**config.mk**
```make
export PLATFORM = sky130hd
export DESIGN_NAME = nca_cell
export DESIGN_NICKNAME = d
export VERILOG_FILES = /design/src/hw/rtl/nca_pkg.sv /design/src/hw/rtl/nca_cell.sv
export SDC_FILE = /design/constraint.sdc
export NUM_CORES = 2
export LEC_CHECK = 0
export BUFFER_PORTS_ARGS = -buffer_cell sky130_fd_sc_hd__buf_2
export CELL_PAD_IN_SITES_DETAIL_PLACEMENT = 2
export CELL_PAD_IN_SITES_GLOBAL_PLACEMENT = 2
export CORE_ASPECT_RATIO = 1.25
export CORE_UTILIZATION = 43
export CTS_CLUSTER_DIAMETER = 40
export DETAILED_ROUTE_END_ITERATION = 8
export GPL_TIMING_DRIVEN = 0
export PLACE_DENSITY = 0.87
export SETUP_SLACK_MARGIN = 0.2
export SKIP_CTS_REPAIR_TIMING = 1
export SYNTH_ARGS = -nofsm -noshare
export SYNTH_HDL_FRONTEND = slang
export SYNTH_SLANG_ARGS = --single-unit
```
**constraint.sdc**
```tcl
create_clock -name clk -period 9.2 [get_ports clk]
set_input_delay 0.92 -clock clk [delete_from_list [all_inputs] [get_ports clk]]
set_output_delay 0.92 -clock clk [all_outputs]
set_load 0.05 [all_outputs]
```
**src/hw/rtl/nca_pkg.sv**
```systemverilog
// Package for the nearest-centre assignment block: item, result and token types.
// It also holds the field widths, the item kind codes and the register indexes.
// It depends on nothing else.
`timescale 1ns / 1ps
`default_nettype none

package nca_pkg;

	localparam int COORD_BITS    = 16;
	localparam int NUM_FIELDS    = 4;
	localparam int SLOT_BITS     = 4;
	localparam int LABEL_BITS    = 4;
	localparam int DIST_BITS     = 34;
	localparam int SQ_BITS       = 2 * COORD_BITS + 1;
	localparam int COUNT_BITS    = 5;
	localparam int DIMS_BITS     = 3;
	localparam int CFG_IDX_BITS  = 1;
	localparam int CFG_DATA_BITS = 5;

	localparam logic [COUNT_BITS-1:0] CENTER_COUNT_RST = COUNT_BITS'(1);
	localparam logic [DIMS_BITS-1:0]  DIMS_IN_USE_RST  = DIMS_BITS'(4);

	typedef enum logic [0:0] {
		KIND_LOAD     = 1'b0,
		KIND_CLASSIFY = 1'b1
	} kind_t;

	typedef enum logic [CFG_IDX_BITS-1:0] {
		CFG_CENTER_COUNT = 1'b0,
		CFG_DIMS_IN_USE  = 1'b1
	} cfg_reg_t;

	typedef logic signed [COORD_BITS-1:0] coord_t;
	typedef logic [SQ_BITS-1:0]           sq_t;
	typedef logic [DIST_BITS-1:0]         dist_t;

	typedef struct packed {
		kind_t                  kind;
		logic [SLOT_BITS-1:0]   center_slot;
		coord_t                 coord_a;
		coord_t                 coord_b;
		coord_t                 coord_c;
		coord_t                 coord_d;
	} item_t;

	typedef struct packed {
		logic [LABEL_BITS-1:0]  label;
		dist_t                  best_distance;
	} result_t;

	// What travels from cell to cell: the item itself and the best match so far.
	typedef struct packed {
		kind_t                          kind;
		logic [SLOT_BITS-1:0]           slot;
		logic [NUM_FIELDS-1:0][COORD_BITS-1:0] coord;
		dist_t                          best_dist;
		logic [LABEL_BITS-1:0]          best_label;
	} tok_t;

	// Per-cell control derived from the configuration registers.
	typedef struct packed {
		logic                   active;
		logic [NUM_FIELDS-1:0]  dim_en;
	} cell_ctl_t;

endpackage

`default_nettype wire

```
**src/hw/rtl/nca_cell.sv**
```systemverilog
// One cell of the centre chain: holds one centre and compares passing points with it.
// Two register stages: squared differences, then sum and compare with the best so far.
// Depends on nca_pkg.
`timescale 1ns / 1ps
`default_nettype none

module nca_cell import nca_pkg::*; #(
	parameter int CELL_IDX = 0,
	parameter int NCMP     = 4
) (
	input  wire logic      clk,
	input  wire logic      arst_n,
	input  wire logic      adv,
	input  wire cell_ctl_t ctl,
	input  wire logic      tok_in_valid,
	input  wire tok_t      tok_in,
	output logic           tok_out_valid,
	output tok_t           tok_out
);

	localparam bit FIRST    = (CELL_IDX == 0);
	localparam bit LOADABLE = (CELL_IDX < (1 << SLOT_BITS));
	localparam logic [SLOT_BITS-1:0]  MY_SLOT  = SLOT_BITS'(CELL_IDX);
	localparam logic [LABEL_BITS-1:0] MY_LABEL = LABEL_BITS'(CELL_IDX);

	coord_t center_q [NCMP];

	logic signed [COORD_BITS:0]     diff [NCMP];
	logic signed [2*COORD_BITS+1:0] prod [NCMP];
	sq_t                            sq_d [NCMP];
	sq_t                            sq_s1 [NCMP];
	logic                           valid_s1;
	tok_t                           tok_s1;
	logic                           valid_s2;
	tok_t                           tok_s2;
	tok_t                           tok_nx;
	logic                           load_hit;
	dist_t                          sum;
	logic                           take;

	// A load item writes the centre as it enters this cell, so items ahead of it
	// in the chain still see the old centre and items behind it see the new one.
	assign load_hit = LOADABLE && tok_in_valid && (tok_in.kind == KIND_LOAD) &&
		(tok_in.slot == MY_SLOT);

	always_ff @(posedge clk) begin
		if (adv && load_hit) begin
			for (int t = 0; t < NCMP; t++) begin
				center_q[t] <= tok_in.coord[t];
			end
		end
	end

	always_comb begin
		for (int t = 0; t < NCMP; t++) begin
			diff[t] = $signed({tok_in.coord[t][COORD_BITS-1], tok_in.coord[t]}) -
				$signed({center_q[t][COORD_BITS-1], center_q[t]});
			prod[t] = diff[t] * diff[t];
			sq_d[t] = ctl.dim_en[t] ? prod[t][SQ_BITS-1:0] : '0;
		end
	end

	always_ff @(posedge clk or negedge arst_n) begin
		if (!arst_n) begin
			valid_s1 <= 1'b0;
			valid_s2 <= 1'b0;
		end else if (adv) begin
			valid_s1 <= tok_in_valid;
			valid_s2 <= valid_s1;
		end
	end

	always_ff @(posedge clk) begin
		if (adv) begin
			tok_s1 <= tok_in;
			for (int t = 0; t < NCMP; t++) begin
				sq_s1[t] <= sq_d[t];
			end
		end
	end

	always_comb begin
		sum = '0;
		for (int t = 0; t < NCMP; t++) begin
			sum = sum + DIST_BITS'(sq_s1[t]);
		end
		// Strict less-than keeps the lower index on a tie.
		take = FIRST || (ctl.active && (sum < tok_s1.best_dist));
		tok_nx = tok_s1;
		if (take) begin
			tok_nx.best_dist  = sum;
			tok_nx.best_label = MY_LABEL;
		end
	end

	always_ff @(posedge clk) begin
		if (adv) begin
			tok_s2 <= tok_nx;
		end
	end

	assign tok_out_valid = valid_s2;
	assign tok_out       = tok_s2;

endmodule

`default_nettype wire
```
==> reports/qor.csv <==
metric,value,unit
TritonCTS clock tree,yes,
Main synth FF type,edfxtp_1,
Root Buffer,clkbuf_16,
Tot GR Track Use,34.7,%
"area leader, netlist",fa_1,
cell count after synthesis,5282,
CTS Sinks,366,
Clock Latency Late Sink,0.78,ns
fill cell count,12700,
Crit Path Class,in -> reg,
CP most frequent cell,fa_1,
Mapped Area,54600,um2
Critical Path Sink Type,flip-flop,
number of synthesized flops with an enable pin,364,
I/O pin cnt,224,
row count,145,
Placeable Area,125000,um2
CTS max path bufs,3,
Place WS,-2.06,ns
post-route minimum period,9.90,ns
first-pass GRT wire length,328000,um
post-route core utilization,49.3,%
GRT overflow,0,
dpl cells,7170,
Routed Antenna Nets,0,
CTS HTree Levels,2,
RSZ-0062 raised after global routing,yes,
Crit-path slowest cell,xnor2_1,
Non-Filler Instances,7366,
Worst Skew,0.0745,ns
Routed WL per cell,36.3,um
# nets final,7275,
vias per cell,6.12,
max cap viols,0,
final setup fails,30,
largest net degree at the start of global routing,105,
final cycle utilization of the critical path,108,%
CTS buffer count,59,
Critical Path Start Type,input port,
max incr delay on CP,1.02,ns
Worst slew margin,9.14,%
arrival time at the worst endpoint,10.30,ns
Synth Register Bits,366,
Die X,321,um
initial antenna violation count,18,
status,finished with violations,
post-synth top area share,41.3,%
Buffers on Ports,180,
final worst slack,-0.704,ns
DR iter-0 viols,3728,
post-synth cell types,81,
Final Hold Fails,0,
layout cells sized above 1,11.9,%
DP Wirelength,165000,um
Area growth syn-to-layout,13.3,%
synth top area cells,"fa_1, edfxtp_1, ha_1",
Crit Path Max Fanout,10,
GP Congestion,0.869,
CP Data Required Time,9.59,ns
HP Class,in -> reg,
f_max,101,MHz
area of the die,128000,um2
Initial Utilization,43.5,%
routed wire length,268000,um
DRC viols,0,
Worst-Margin Slew,1.35,ns
Syn Area/Cell,10.3,um2
failing checks,setup timing,
Synthesis Warnings,0,
Clock transition at path regs,0.07,ns
router iterations before antenna repair,5,
ys async rst share,0.546,%
vias in the first global route,51800,
max-slew violations,0,
register area share after synthesis,20.1,%
chip height,400,um
vias after detailed routing,45100,
[per-stage QoR]
step	hold slack, ns	area [um2]	setup TNS (ns)
3_3_place_gp	0.400	57600	-702.61
4_1_cts	-0.0237	59800	-33.16
2_1_floorplan	0.400	54600	0
6_report	0.377	61800	-8.63
5_1_grt	0.384	61800	-14.20
3_5_place_dp	0.406	57800	-60.57
[placed cells by master (no fill, tap or decap), types with 11 or more instances in the layout]
cell,instances
and3_1,15
a21oi_1,101
clkinvlp_4,12
inv_1,1345
buf_4,99
ha_1,400
o211ai_1,11
nor3_1,51
or2_2,15
a21o_1,92
clkbuf_2,26
nand3_1,34
buf_2,186
or3_1,17
xor2_2,11
inv_6,11
o21a_1,31
o21bai_1,13
nand2b_1,57
nand2_1,373
clkbuf_1,57
clkbuf_16,60
mux2i_1,12
inv_2,19
a31oi_1,14
xor2_1,58
o21ai_0,59
fa_2,17
nand4_1,13
nor2b_1,23
a21oi_2,14
xnor2_1,111
o21ai_2,14
and2_1,35
edfxtp_1,364
fa_1,1108
a211oi_1,12
nor2_1,493
[worst max-delay path: cells and delay by family]
family / cells / cell delay, ns
fa+ha+maj: 9 / 4.24
compound gates: 10 / 2.06
simple gates: 5 / 1.00
xor+xnor: 1 / 1.02
buf+inv: 10 / 1.00
[metal layers]
| metal | global-route usage, % | vias up | wire length (um) |
|---|---|---|---|
| li1 | - | 16800 | - |
| met1 | 34.1 | 23200 | 81300 |
| met2 | 62.9 | 3212 | 132000 |
| met3 | 7.71 | 1837 | 23300 |
| met4 | 26.6 | 28 | 31200 |
| met5 | 0 | - | 258 |
[cell families (layout without fill, tap and decap cells)]
kind of cell	Yosys count	after routing	synth area share [%]
mux	20	20	0.374
compound gates	470	470	5.75
fa+ha+maj	1535	1535	50.7
other cells	2	9	0.0138
buf+inv	1494	1881	10.3
simple gates	1192	1192	9.48
xor+xnor	203	203	3.30
flops	366	366	20.1
[registers in the layout, summed over array words and instances, names as in the netlist]
| name | count |
|---|---|
| tok_out | 103 |
| center_q | 64 |
| tok_out_valid | 1 |
| tok_nx | 69 |
| sq_s1 | 128 |
| valid_s1 | 1 |
[cell usage after synthesis (all sizes together) (57+ instances only)]
cell / number
a21o: 92
a21oi: 117
clkbuf: 103
edfxtp: 364
fa: 1125
ha: 410
inv: 1366
nand2: 380
nand2b: 57
nor2: 508
o21ai: 83
xnor2: 126
xor2: 77
[final cells by class]
| type | count | area (um2) | share of cell area (%) |
|---|---|---|---|
| multi-input combinational | 3427 | 39200 | 63.4 |
| sequential | 366 | 11000 | 17.8 |
| inverter | 1381 | 5220 | 8.45 |
| tap | 1690 | 2110 | 3.42 |
| timing repair buffer | 277 | 1730 | 2.79 |
| clock buffer | 62 | 1510 | 2.44 |
| buffer | 112 | 588 | 0.951 |
| clock inverter | 49 | 507 | 0.820 |
| antenna | 2 | 5.00 | 0.00810 |
[final timing paths]
check	startpoint	end	slack, ns	depth (start not counted)
setup / recovery	tok_in[54]	sq_s1[1][27]$_SDFFCE_PN0P_	-0.70	35
hold / removal	tok_in[44]	tok_nx[44]$_DFFE_PP_	0.38	1
setup reg to reg	center_q[1][0]$_DFFE_PP_	sq_s1[1][27]$_SDFFCE_PN0P_	-0.70	33
hold reg to reg	tok_nx[54]$_DFFE_PP_	tok_out[54]$_DFFE_PP_	0.42	0
max in group asynchronous	arst_n	valid_s1$_DFFE_PN0P_	8.57	2
min in group asynchronous	arst_n	tok_out_valid$_DFFE_PN0P_	0.53	2
Power is left out: the tool's default activity adds up to more than one toggle a clock period on the data nets, which glitch-free logic cannot reach.
